`src/rtl/core/lcd_nibble_write_sequencer_top_macros.svh`:
```
// ----------------------------------------------------------------------------
// LCD nibble write sequencer assertion macros
// Clocked assertion wrappers, empty when SYNTHESIS is defined.
// ----------------------------------------------------------------------------
`ifndef LCD_NIBBLE_WRITE_SEQUENCER_TOP_MACROS_SVH
`define LCD_NIBBLE_WRITE_SEQUENCER_TOP_MACROS_SVH

`ifndef SYNTHESIS

`define LNWS_ASSERT(lbl, clk, rst_n, prop, msg) \
    lbl: assert property (@(posedge clk) disable iff (!rst_n) prop) else $error(msg);

`define LNWS_ASSERT_NEVER(lbl, clk, rst_n, expr, msg) \
    lbl: assert property (@(posedge clk) disable iff (!rst_n) !(expr)) else $error(msg);

`else

`define LNWS_ASSERT(lbl, clk, rst_n, prop, msg)

`define LNWS_ASSERT_NEVER(lbl, clk, rst_n, expr, msg)

`endif

`endif

```
`src/rtl/core/lnws_pkg.sv`:
```
// ----------------------------------------------------------------------------
// LCD nibble write sequencer package
// Widths, codes, sequencer phases and the init command list.
// ----------------------------------------------------------------------------
package lnws_pkg;

    localparam int COUNT_W    = 20;
    localparam int CFG_ADDR_W = 2;
    localparam int STEP_W     = 3;
    localparam int INIT_COUNT = 6;

    localparam logic [STEP_W-1:0] INIT_LAST = STEP_W'(INIT_COUNT - 1);

    localparam logic [COUNT_W-1:0] RST_PULSE_TICKS = COUNT_W'(2000);
    localparam logic [COUNT_W-1:0] RST_GAP_TICKS   = COUNT_W'(200000);
    localparam logic [COUNT_W-1:0] RST_POWER_TICKS = COUNT_W'(20000);

    typedef enum logic [CFG_ADDR_W-1:0] {
        CFG_PULSE_TICKS = 2'd0,
        CFG_GAP_TICKS   = 2'd1,
        CFG_POWER_TICKS = 2'd2,
        CFG_UNUSED      = 2'd3
    } t_cfg_addr;

    typedef enum logic [1:0] {
        MODE_TICK  = 2'd0,
        MODE_WRITE = 2'd1,
        MODE_INIT  = 2'd2,
        MODE_NONE  = 2'd3
    } t_mode;

    typedef enum logic [2:0] {
        PH_IDLE  = 3'd0,
        PH_POWER = 3'd1,
        PH_HIGH  = 3'd2,
        PH_GAP   = 3'd3,
        PH_LOW   = 3'd4,
        PH_NEXT  = 3'd5
    } t_phase;

    typedef struct packed {
        logic       rejected;
        logic       busy;
        logic [3:0] data_nibble;
        logic       read_write_pin;
        logic       select_pin;
        logic       enable_pin;
    } t_result;

    function automatic logic [7:0] init_cmd(input logic [STEP_W-1:0] step);
        logic [7:0] cmd;
        unique case (step)
            3'd0:    cmd = 8'h33;
            3'd1:    cmd = 8'h32;
            3'd2:    cmd = 8'h28;
            3'd3:    cmd = 8'h0C;
            3'd4:    cmd = 8'h06;
            3'd5:    cmd = 8'h01;
            default: cmd = 8'h00;
        endcase
        return cmd;
    endfunction

    function automatic logic [COUNT_W-1:0] count_load(input logic [COUNT_W-1:0] v);
        return (v == '0) ? COUNT_W'(1) : v;
    endfunction

endpackage

```
`src/rtl/core/lcd_nibble_write_sequencer_top.sv`:
```
// ----------------------------------------------------------------------------
// LCD nibble write sequencer
// Character LCD driver over a 4-bit bus: ticks, byte writes and init.
// ----------------------------------------------------------------------------
//  channel   direction  transfer when                  payload
//  s_axis    in         s_axis_tvalid & s_axis_tready  tdata byte, tuser mode/select
//  m_axis    out        m_axis_tvalid & m_axis_tready  tdata pin levels and status
//  cfg       in         i_cfg_we                       i_cfg_addr, i_cfg_wdata
//
//  One item per cycle while s_axis_tready is high; each item updates the
//  sequencer state and the output register in the cycle it is taken.
//  The output register sets the only stall path: s_axis_tready is low only
//  while a result is held and m_axis_tready is low.
//  Synchronous active-low reset returns the sequencer to idle and restores
//  the default tick counts; no clearing pass.
// ----------------------------------------------------------------------------
`include "lcd_nibble_write_sequencer_top_macros.svh"

module lcd_nibble_write_sequencer_top (
    input  logic                          i_clk,
    input  logic                          i_rst_n,
    input  logic                          i_cfg_we,
    input  logic [lnws_pkg::CFG_ADDR_W-1:0] i_cfg_addr,
    input  logic [lnws_pkg::COUNT_W-1:0]  i_cfg_wdata,
    input  logic                          s_axis_tvalid,
    output logic                          s_axis_tready,
    input  logic [7:0]                    s_axis_tdata,  // [7:0] byte_value
    input  logic [2:0]                    s_axis_tuser,  // [1:0] mode, [2] select_data
    output logic                          m_axis_tvalid,
    input  logic                          m_axis_tready,
    // [0] enable_pin, [1] select_pin, [2] read_write_pin, [6:3] data_nibble,
    // [7] busy_res, [8] rejected, [15:9] zero
    output logic [15:0]                   m_axis_tdata
);

    logic [lnws_pkg::COUNT_W-1:0] r_pulse_ticks;
    logic [lnws_pkg::COUNT_W-1:0] r_gap_ticks;
    logic [lnws_pkg::COUNT_W-1:0] r_power_ticks;

    lnws_pkg::t_phase             r_phase, n_phase;
    logic [lnws_pkg::COUNT_W-1:0] r_cnt, n_cnt;
    logic [7:0]                   r_held_byte, n_held_byte;
    logic                         r_held_sel, n_held_sel;
    logic [lnws_pkg::STEP_W-1:0]  r_init_step, n_init_step;
    logic                         r_init_active, n_init_active;
    logic                         r_en, n_en;
    logic [3:0]                   r_nib, n_nib;

    logic                         r_out_valid;
    lnws_pkg::t_result            r_out;
    lnws_pkg::t_result            w_res;

    logic                         w_accept;
    lnws_pkg::t_mode              w_mode;
    logic                         w_busy;
    logic                         w_expire;
    logic                         w_rej;
    logic [7:0]                   w_init_cmd;

    assign s_axis_tready = !r_out_valid || m_axis_tready;
    assign w_accept      = s_axis_tvalid && s_axis_tready;
    assign w_mode        = lnws_pkg::t_mode'(s_axis_tuser[1:0]);
    assign w_busy        = (r_phase != lnws_pkg::PH_IDLE);
    assign w_expire      = w_busy && (r_cnt <= lnws_pkg::COUNT_W'(1));
    assign w_init_cmd    = lnws_pkg::init_cmd(r_init_step);

    always_ff @(posedge i_clk) begin
        if (!i_rst_n) begin
            r_pulse_ticks <= lnws_pkg::RST_PULSE_TICKS;
            r_gap_ticks   <= lnws_pkg::RST_GAP_TICKS;
            r_power_ticks <= lnws_pkg::RST_POWER_TICKS;
        end else if (i_cfg_we) begin
            unique case (lnws_pkg::t_cfg_addr'(i_cfg_addr))
                lnws_pkg::CFG_PULSE_TICKS: r_pulse_ticks <= i_cfg_wdata;
                lnws_pkg::CFG_GAP_TICKS:   r_gap_ticks   <= i_cfg_wdata;
                lnws_pkg::CFG_POWER_TICKS: r_power_ticks <= i_cfg_wdata;
                default: ;
            endcase
        end
    end

    always_comb begin
        n_phase = r_phase;
        if (w_accept) begin
            unique case (w_mode)
                lnws_pkg::MODE_TICK: begin
                    if (w_expire) begin
                        unique case (r_phase)
                            lnws_pkg::PH_POWER,
                            lnws_pkg::PH_NEXT: n_phase = lnws_pkg::PH_HIGH;
                            lnws_pkg::PH_HIGH: n_phase = lnws_pkg::PH_GAP;
                            lnws_pkg::PH_GAP:  n_phase = lnws_pkg::PH_LOW;
                            lnws_pkg::PH_LOW: begin
                                if (r_init_active && (r_init_step < lnws_pkg::INIT_LAST)) begin
                                    n_phase = lnws_pkg::PH_NEXT;
                                end else begin
                                    n_phase = lnws_pkg::PH_IDLE;
                                end
                            end
                            default: n_phase = lnws_pkg::PH_IDLE;
                        endcase
                    end
                end
                lnws_pkg::MODE_WRITE: begin
                    if (!w_busy) begin
                        n_phase = lnws_pkg::PH_HIGH;
                    end
                end
                lnws_pkg::MODE_INIT: begin
                    if (!w_busy) begin
                        n_phase = lnws_pkg::PH_POWER;
                    end
                end
                default: ;
            endcase
        end
    end

    always_comb begin
        n_cnt         = r_cnt;
        n_held_byte   = r_held_byte;
        n_held_sel    = r_held_sel;
        n_init_step   = r_init_step;
        n_init_active = r_init_active;
        n_en          = r_en;
        n_nib         = r_nib;
        w_rej         = 1'b0;
        if (w_accept) begin
            unique case (w_mode)
                lnws_pkg::MODE_TICK: begin
                    if (w_busy && !w_expire) begin
                        n_cnt = r_cnt - lnws_pkg::COUNT_W'(1);
                    end else if (w_expire) begin
                        unique case (r_phase)
                            lnws_pkg::PH_POWER,
                            lnws_pkg::PH_NEXT: begin
                                n_held_byte = w_init_cmd;
                                n_held_sel  = 1'b0;
                                n_nib       = w_init_cmd[7:4];
                                n_en        = 1'b1;
                                n_cnt       = lnws_pkg::count_load(r_pulse_ticks);
                            end
                            lnws_pkg::PH_HIGH: begin
                                n_en  = 1'b0;
                                n_cnt = lnws_pkg::count_load(r_gap_ticks);
                            end
                            lnws_pkg::PH_GAP: begin
                                n_nib = r_held_byte[3:0];
                                n_en  = 1'b1;
                                n_cnt = lnws_pkg::count_load(r_pulse_ticks);
                            end
                            lnws_pkg::PH_LOW: begin
                                n_en = 1'b0;
                                if (r_init_active && (r_init_step < lnws_pkg::INIT_LAST)) begin
                                    n_init_step = r_init_step + lnws_pkg::STEP_W'(1);
                                    n_cnt       = lnws_pkg::COUNT_W'(1);
                                end else begin
                                    n_init_active = 1'b0;
                                    n_init_step   = '0;
                                    n_cnt         = '0;
                                end
                            end
                            default: begin
                                n_en  = 1'b0;
                                n_cnt = '0;
                            end
                        endcase
                    end
                end
                lnws_pkg::MODE_WRITE: begin
                    if (w_busy) begin
                        w_rej = 1'b1;
                    end else begin
                        n_held_byte = s_axis_tdata;
                        n_held_sel  = s_axis_tuser[2];
                        n_nib       = s_axis_tdata[7:4];
                        n_en        = 1'b1;
                        n_cnt       = lnws_pkg::count_load(r_pulse_ticks);
                    end
                end
                lnws_pkg::MODE_INIT: begin
                    if (w_busy) begin
                        w_rej = 1'b1;
                    end else begin
                        n_init_active = 1'b1;
                        n_init_step   = '0;
                        n_held_sel    = 1'b0;
                        n_en          = 1'b0;
                        n_cnt         = lnws_pkg::count_load(r_power_ticks);
                    end
                end
                default: ;
            endcase
        end
    end

    always_comb begin
        w_res.enable_pin     = n_en;
        w_res.select_pin     = n_held_sel;
        w_res.read_write_pin = 1'b0;
        w_res.data_nibble    = n_nib;
        w_res.busy           = (n_phase != lnws_pkg::PH_IDLE);
        w_res.rejected       = w_rej;
    end

    always_ff @(posedge i_clk) begin
        if (!i_rst_n) begin
            r_phase       <= lnws_pkg::PH_IDLE;
            r_cnt         <= '0;
            r_held_byte   <= '0;
            r_held_sel    <= 1'b0;
            r_init_step   <= '0;
            r_init_active <= 1'b0;
            r_en          <= 1'b0;
            r_nib         <= '0;
            r_out_valid   <= 1'b0;
        end else begin
            r_phase       <= n_phase;
            r_cnt         <= n_cnt;
            r_held_byte   <= n_held_byte;
            r_held_sel    <= n_held_sel;
            r_init_step   <= n_init_step;
            r_init_active <= n_init_active;
            r_en          <= n_en;
            r_nib         <= n_nib;
            if (w_accept) begin
                r_out_valid <= 1'b1;
            end else if (m_axis_tready) begin
                r_out_valid <= 1'b0;
            end
        end
    end

    always_ff @(posedge i_clk) begin
        if (w_accept) begin
            r_out <= w_res;
        end
    end

    assign m_axis_tvalid = r_out_valid;
    assign m_axis_tdata  = {7'd0, r_out};

    `LNWS_ASSERT(a_idle_quiet, i_clk, i_rst_n, (r_phase == lnws_pkg::PH_IDLE) |-> ((r_cnt == '0) && !r_en && !r_init_active), "idle phase with live counter or strobe")
    `LNWS_ASSERT(a_en_in_pulse, i_clk, i_rst_n, r_en |-> ((r_phase == lnws_pkg::PH_HIGH) || (r_phase == lnws_pkg::PH_LOW)), "enable high outside a pulse phase")
    `LNWS_ASSERT_NEVER(a_step_range, i_clk, i_rst_n, r_init_step > lnws_pkg::INIT_LAST, "init step past command list")
    `LNWS_ASSERT(a_reject_holds, i_clk, i_rst_n, (w_accept && w_busy && ((w_mode == lnws_pkg::MODE_WRITE) || (w_mode == lnws_pkg::MODE_INIT))) |=> ($stable(r_phase) && $stable(r_cnt) && $stable(r_held_byte)), "rejected request changed state")
    `LNWS_ASSERT(a_stall_blocks, i_clk, i_rst_n, (r_out_valid && !m_axis_tready) |-> !s_axis_tready, "input taken while result stalled")

endmodule

```
`config.mk`:
```
export PLATFORM = sky130hd
export DESIGN_NAME = lcd_nibble_write_sequencer_top
export DESIGN_NICKNAME = d
export VERILOG_FILES = /design/src/rtl/core/lnws_pkg.sv /design/src/rtl/core/lcd_nibble_write_sequencer_top.sv
export VERILOG_INCLUDE_DIRS = /design/src /design/src/rtl/core
export SDC_FILE = /design/constraint.sdc
export NUM_CORES = 1
export LEC_CHECK = 0
export ABC_CLOCK_PERIOD_IN_PS = 2840
export BUFFER_PORTS_ARGS = -buffer_cell sky130_fd_sc_hd__buf_2
export CAP_MARGIN = 20
export CORE_AREA = 4 4 115 117
export CTS_CLUSTER_SIZE = 28
export DETAILED_ROUTE_END_ITERATION = 8
export DIE_AREA = 0 0 119 121
export GPL_ROUTABILITY_DRIVEN = 1
export PLACE_DENSITY = 0.67
export SYNTH_ARGS = -nofsm -noshare
export SYNTH_HDL_FRONTEND = slang
export SYNTH_SLANG_ARGS = --single-unit
```
`constraint.sdc`:
```
create_clock -name i_clk -period 2.84 [get_ports i_clk]
set_input_delay 0.142 -clock i_clk [delete_from_list [all_inputs] [get_ports i_clk]]
set_output_delay 0.142 -clock i_clk [all_outputs]
set_load 0.03 [all_outputs]
```
==> impl_metrics.toml, run 1 <==
[run_status]
status = "finished, final reports clean"

[cells_and_area]
fin_cells = 953
area_delta_synth_final_pct = 11.45
fin_nets = 825
fin_util_pct = 54.28
diodes = 0
drive_gt1_share_pct = 14.21
design_area_um2 = 6710

[synth]
synth_edf_count = 8
synth.distinct_cells = 79
synthFlopType = "dfxtp_1"
async_reset_ff_share_pct = 0
avgSynthCellArea_um2 = 8.038
synth_area_um2 = 6021
ys_ff_latch = 106
syn_inst = 749
ys_seq_area_share_pct = 36.58
ys_warn_count = 0

[setup_path]
r2r_end = "r_en"
start_kind = "flip-flop"
cp.arrival_ps = 2830
r2r_slack_ps = 260
cp-end-kind = "flip-flop"
rr_worst_depth = 5
cp_max_fo = 16
criticalPathCategory = "flip-flop to flip-flop"
cp.required_ps = 3090
regToRegStartpoint = "r_phase[1]"

[worst_hold_path]
min_to = "r_gap_ticks[8]"
min_path_type = "input port to flip-flop"
whs_path_depth = 3
holdCritStartpoint = "i_cfg_wdata[8]"

[placement]
dp_hpwl_um = 14030
gp_congestion = 0.9675
dp.cells = 937
placed_area_um2 = 6417
numPortBuffers = 47

[sta]
worst_pin_slew_ps = 943.7
fin_skew_ps = 7.187
finalSetupTns_ps = 0
rsz0062_at_grt = "false"
finalHoldViolCount = 0
period_needed_ps = 2579
max_slew_margin_pct = 36.81
period_share_pct = 90.79
timing.fmax_mhz = 387.8
slew_violations = 0
finalSetupViolCount = 0

[clocking]
cts_tree = "yes"
clock_path_buffers = 2
numCtsBuffers = 9
cts_setup_buffers = 0
cts-root-buf = "clkbuf_16"
hold_buffers = 0
insertion_delay_ps = 350
clkTransAtPathRegs_ps = 70
cts_max_level = 3
cts-resized-gates = 0
clock_sinks = 106

[global_route]
grt_pass1_wl_um = 30550
grt_pass1_vias = 5550
antenna_found_initial = 0
grtUsageTotal_pct = 26.43
grt-ovfl-total = 0
grt_max_degree = 39

[power_and_ir_drop]
p_leak_uw = 0.002473
peakVddDrop_mv = 0.3079
power.density_nw_per_um2 = 558.4

[job]
cap_violations = 0

[die]
fp.dieH_um = 121
rows = 41
core_um2 = 12360
chipWidth_um = 119
boundaryPins = 56
start_util_pct = 48.70
die-area_um2 = 14400

[drt]
drtIter0Drc = 643
drtAntennaViolNets = 0
route.detailed.drc = 0
vias = 6056
routedWlPerCell_um = 19.99
via_per_inst = 6.355
drt-total-wl_um = 19050
dr.pass1.iters = 5
==> critical path, stage by stage, from the launching register on <==
cell       delay, ps
dfxtp_1          430
or3_1            680
a2111oi_0        880
buf_4            240
nor3_1            50
a31o_1           200
==> flip-flops by register name, indices dropped and copies added (netlist names) <==
signal         count
r_phase            3
r_init_active      1
r_en               1
m_axis_tvalid      1
r_power_ticks     20
r_gap_ticks       20
r_held_sel         1
r_cnt             20
r_nib              4
r_init_step        3
r_held_byte        4
r_pulse_ticks     20
m_axis_tdata       8
==> cells in the mapped netlist, types with 6 or more instances <==
cell | instances | share of area, %
a21oi_1 | 58 | 4.8
a221o_1 | 20 | 3.3
a22o_1 | 13 | 1.9
a22oi_1 | 10 | 1.2
a31oi_1 | 7 | 0.73
a32o_1 | 16 | 2.7
buf_2 | 9 | 0.75
buf_4 | 11 | 1.4
clkbuf_1 | 45 | 2.8
dfxtp_1 | 98 | 33
edfxtp_1 | 8 | 4.0
ha_1 | 11 | 2.3
inv_1 | 16 | 1.0
mux2i_1 | 6 | 1.0
nand2_1 | 163 | 10
nand3_1 | 38 | 3.2
nand4_1 | 7 | 0.73
nor2_1 | 25 | 1.6
nor3_1 | 16 | 1.3
nor4_1 | 27 | 2.8
o211ai_1 | 11 | 1.4
o21ai_0 | 9 | 0.75
o31ai_1 | 21 | 2.6
==> metal layers <==
metal  wire length [um]  global-route usage, %
met4                304                  7.531
met1               8436                  37.72
met5                  0                      0
met2               8692                  41.61
met3               1612                  3.963
==> power by group <==
part	leakage, uW	switching, uW	internal (uW)
Sequential	0.000878	67.6	1570
Combinational	0.00145	580	297
Clock	0.000146	560	669
Total	0.00247	1210	2540
==> cells in the final DEF, fill, tap and decap left out, types with 4 or more instances in the layout <==
cell,count
buf_4,28
nand4b_1,4
a31oi_1,7
a21oi_1,58
a221oi_1,4
nor2_1,25
clkbuf_16,9
o31ai_1,21
a22oi_1,10
nor3_1,16
ha_1,11
nor4_1,27
o221ai_1,4
nand2_1,163
a32o_1,16
buf_2,47
conb_1,8
mux2i_1,6
edfxtp_1,8
a221o_1,20
nand4_1,7
o211ai_1,11
nor2b_1,5
o22ai_1,4
nand3_1,38
inv_1,16
and2_1,5
a22o_1,13
o21ai_0,9
dfxtp_1,98
==> cell type report <==
cell class,instances,area (um2)
Fill cell,1141,5653
Multi-Input combinational cell,567,3491
Sequential cell,106,2202
Timing Repair Buffer,75,445.4
Clock buffer,13,270.3
Tap cell,172,215.2
Inverter,17,63.81
Clock inverter,3,22.52
==> worst max path at each step <==
stage,start,to,slack [ps],cells past startpoint
after floorplan,r_cnt[0],r_cnt[18],680,7
final,r_phase[1],r_en,260,5
after global routing,r_cnt[0],r_cnt[11],150,6
after CTS,r_cnt[0],r_cnt[18],350,6
after detailed placement,r_cnt[0],r_cnt[18],340,6
after global placement,r_cnt[1],r_cnt[11],390,6
==> through the flow <==
stage               worst slack, ps  hold WS (ps)  power, uW
finish                        261.4         21.51       3747
global route                  146.3         33.69       3906
CTS                           345.1         11.30       3746
detailed placement            336.7         385.1       2530
global placement              386.6         380.7       2512
floorplan                     677.5         266.0       2272
==> cells by family after synthesis <==
family | Yosys count | share of synthesized area, %
XOR/XNOR | 1 | 0.1455
multiplexers | 7 | 1.185
AND/OR/NAND/NOR | 318 | 25.83
other | 1 | 0.06228
AO/OA/AOI/OAI | 222 | 27.87
buffers and inverters | 83 | 6.047
adder cells (fa/ha/maj) | 11 | 2.286
flip-flops | 106 | 36.58
(Power assumes the default switching activity.)
==> inputs of run 2 (changes only) <==
--- a/config.mk
+++ b/config.mk
@@ -6,15 +6,15 @@
 export SDC_FILE = /design/constraint.sdc
 export NUM_CORES = 1
 export LEC_CHECK = 0
-export ABC_CLOCK_PERIOD_IN_PS = 2840
+export ABC_CLOCK_PERIOD_IN_PS = 3100
 export BUFFER_PORTS_ARGS = -buffer_cell sky130_fd_sc_hd__buf_2
 export CAP_MARGIN = 20
-export CORE_AREA = 4 4 115 117
+export CORE_AREA = 4 4 110 112
 export CTS_CLUSTER_SIZE = 28
 export DETAILED_ROUTE_END_ITERATION = 8
-export DIE_AREA = 0 0 119 121
+export DIE_AREA = 0 0 114 116
 export GPL_ROUTABILITY_DRIVEN = 1
-export PLACE_DENSITY = 0.67
+export PLACE_DENSITY = 0.73
 export SYNTH_ARGS = -nofsm -noshare
 export SYNTH_HDL_FRONTEND = slang
 export SYNTH_SLANG_ARGS = --single-unit
==> constraint.sdc (replaced) <==
create_clock -name i_clk -period 3.1 [get_ports i_clk]
set_input_delay 0.155 -clock i_clk [delete_from_list [all_inputs] [get_ports i_clk]]
set_output_delay 0.155 -clock i_clk [all_outputs]
set_load 0.01 [all_outputs]
==> impl_metrics.toml, run 2 (synthesized netlist as in run 1, its figures left out) <==
[setup_path]
start_kind = "flip-flop"
rr_worst_depth = 7
cp.arrival_ps = 2890
cp-end-kind = "flip-flop"
r2r_end = "r_cnt[17]"
r2r_slack_ps = 450
criticalPathCategory = "flip-flop to flip-flop"
cp_max_fo = 15
regToRegStartpoint = "m_axis_tvalid"
cp.required_ps = 3340

[placement]
gp_congestion = 0.9782
numPortBuffers = 47
dp_hpwl_um = 13440

[clocking]
numCtsBuffers = 9
cts-root-buf = "clkbuf_16"
clkTransAtPathRegs_ps = 80
cts_max_level = 3
cts_tree = "yes"
clock_path_buffers = 2
hold_buffers = 0
cts_setup_buffers = 0
clock_sinks = 106
insertion_delay_ps = 360
cts-resized-gates = 0

[global_route]
grt_pass1_wl_um = 30330
grt_max_degree = 45
antenna_found_initial = 0
grt_pass1_vias = 5587
grtUsageTotal_pct = 29.02
grt-ovfl-total = 0

[drt]
drt-total-wl_um = 18900
drtIter0Drc = 868
routedWlPerCell_um = 20.64
route.detailed.drc = 0
via_per_inst = 6.712
drtAntennaViolNets = 0
vias = 6148
dr.pass1.iters = 5

[power_and_ir_drop]
power.density_nw_per_um2 = 536.6
p_leak_uw = 0.002456
finalPower_uw = 3575
peakVddDrop_mv = 0.3256

[sta]
rsz0062_at_grt = "false"
period_needed_ps = 2652
finalSetupViolCount = 0
finalHoldViolCount = 0
fin_skew_ps = 6.649
hold_ws_ps = 32.90
max_slew_margin_pct = 35.33
period_share_pct = 85.56
timing.fmax_mhz = 377.0
worst_pin_slew_ps = 965.7
slew_violations = 0
finalSetupTns_ps = 0

[cells_and_area]
diodes = 0
mostFrequentLayoutCells = "nand2_1 (163), dfxtp_1 (98), a21oi_1 (58), buf_2 (47), nand3_1 (38)"
final_common_cell = "nand2_1"
area_delta_synth_final_pct = 10.66
fin_nets = 817
drive_gt1_share_pct = 13.45

[die]
core_um2 = 11220
fp.dieH_um = 116
chipWidth_um = 114
boundaryPins = 56
rows = 39
start_util_pct = 53.65
die-area_um2 = 13220

[worst_hold_path]
min_path_type = "input port to flip-flop"
holdCritStartpoint = "i_cfg_wdata[11]"
whs_path_depth = 3
min_to = "r_gap_ticks[11]"

[job]
cap_violations = 0

[run_status]
status = "finished, final reports clean"
==> run 2: changes by cell type in the layout (fill, tap and decap cells not counted), sizes merged <==
cell	before	now
bufinv	0	2
clkinv	4	2
buf	75	67
clkbuf	13	9
inv	16	20
==> run 2: worst max-delay path, stage by stage (launching register included) <==
cell      delay [ps]
dfxtp_1          310
nor2b_1          200
inv_1            360
nand2_1          340
inv_1            520
nand3_1          240
a221oi_1         420
o22ai_1          130
==> run 2: how the worst max path moves through the flow <==
stage / start / endpoint / slack [ps]
3_5_place_dp: r_cnt[0] / r_cnt[4] / 550
4_1_cts: r_cnt[2] / r_init_step[0] / 540
3_3_place_gp: r_cnt[0] / r_cnt[4] / 600
6_report: m_axis_tvalid / r_cnt[17] / 450
5_1_grt: r_cnt[2] / m_axis_tdata[5] / 260
2_1_floorplan: r_cnt[0] / r_cnt[18] / 940
==> run 2: area by class of cell <==
type                       count  area (um2)
inverter                      17       63.81
fill                        1021        4561
multi-input combinational    567        3491
tap                          143       178.9
clock buffer                   9       225.2
sequential                   106        2202
clock inverter                 7       116.4
timing repair buffer          67       385.4
==> run 2: metal layers <==
metal | vias up | track usage, % | wire length (um) | share of wire (%)
li1 | 2830 | - | - | -
met1 | 2897 | 41.87 | 8177 | 43
met2 | 380 | 42.94 | 8181 | 43
met3 | 41 | 6.997 | 2127 | 11
met4 | 0 | 8.947 | 418 | 2.2
met5 | - | 0 | 0 | 0
==> run 2: where the power goes <==
group	total, uW	switching [uW]	internal [uW]
clock	1310	581	733
combinational	757	504	254
sequential	1500	63.6	1440
==> run 2: metrics by stage <==
step | instance area [um2] | utilization, % | worst slack, ps | instances
after CTS | 6663 | 59.36 | 542.0 | 916
after global placement | 6321 | 56.32 | 601.5 | 900
after global routing | 6663 | 59.36 | 264.2 | 916
after detailed placement | 6321 | 56.32 | 547.0 | 900
final | 6663 | 59.36 | 447.8 | 916
after floorplan | 6047 | - | 937.5 | 756
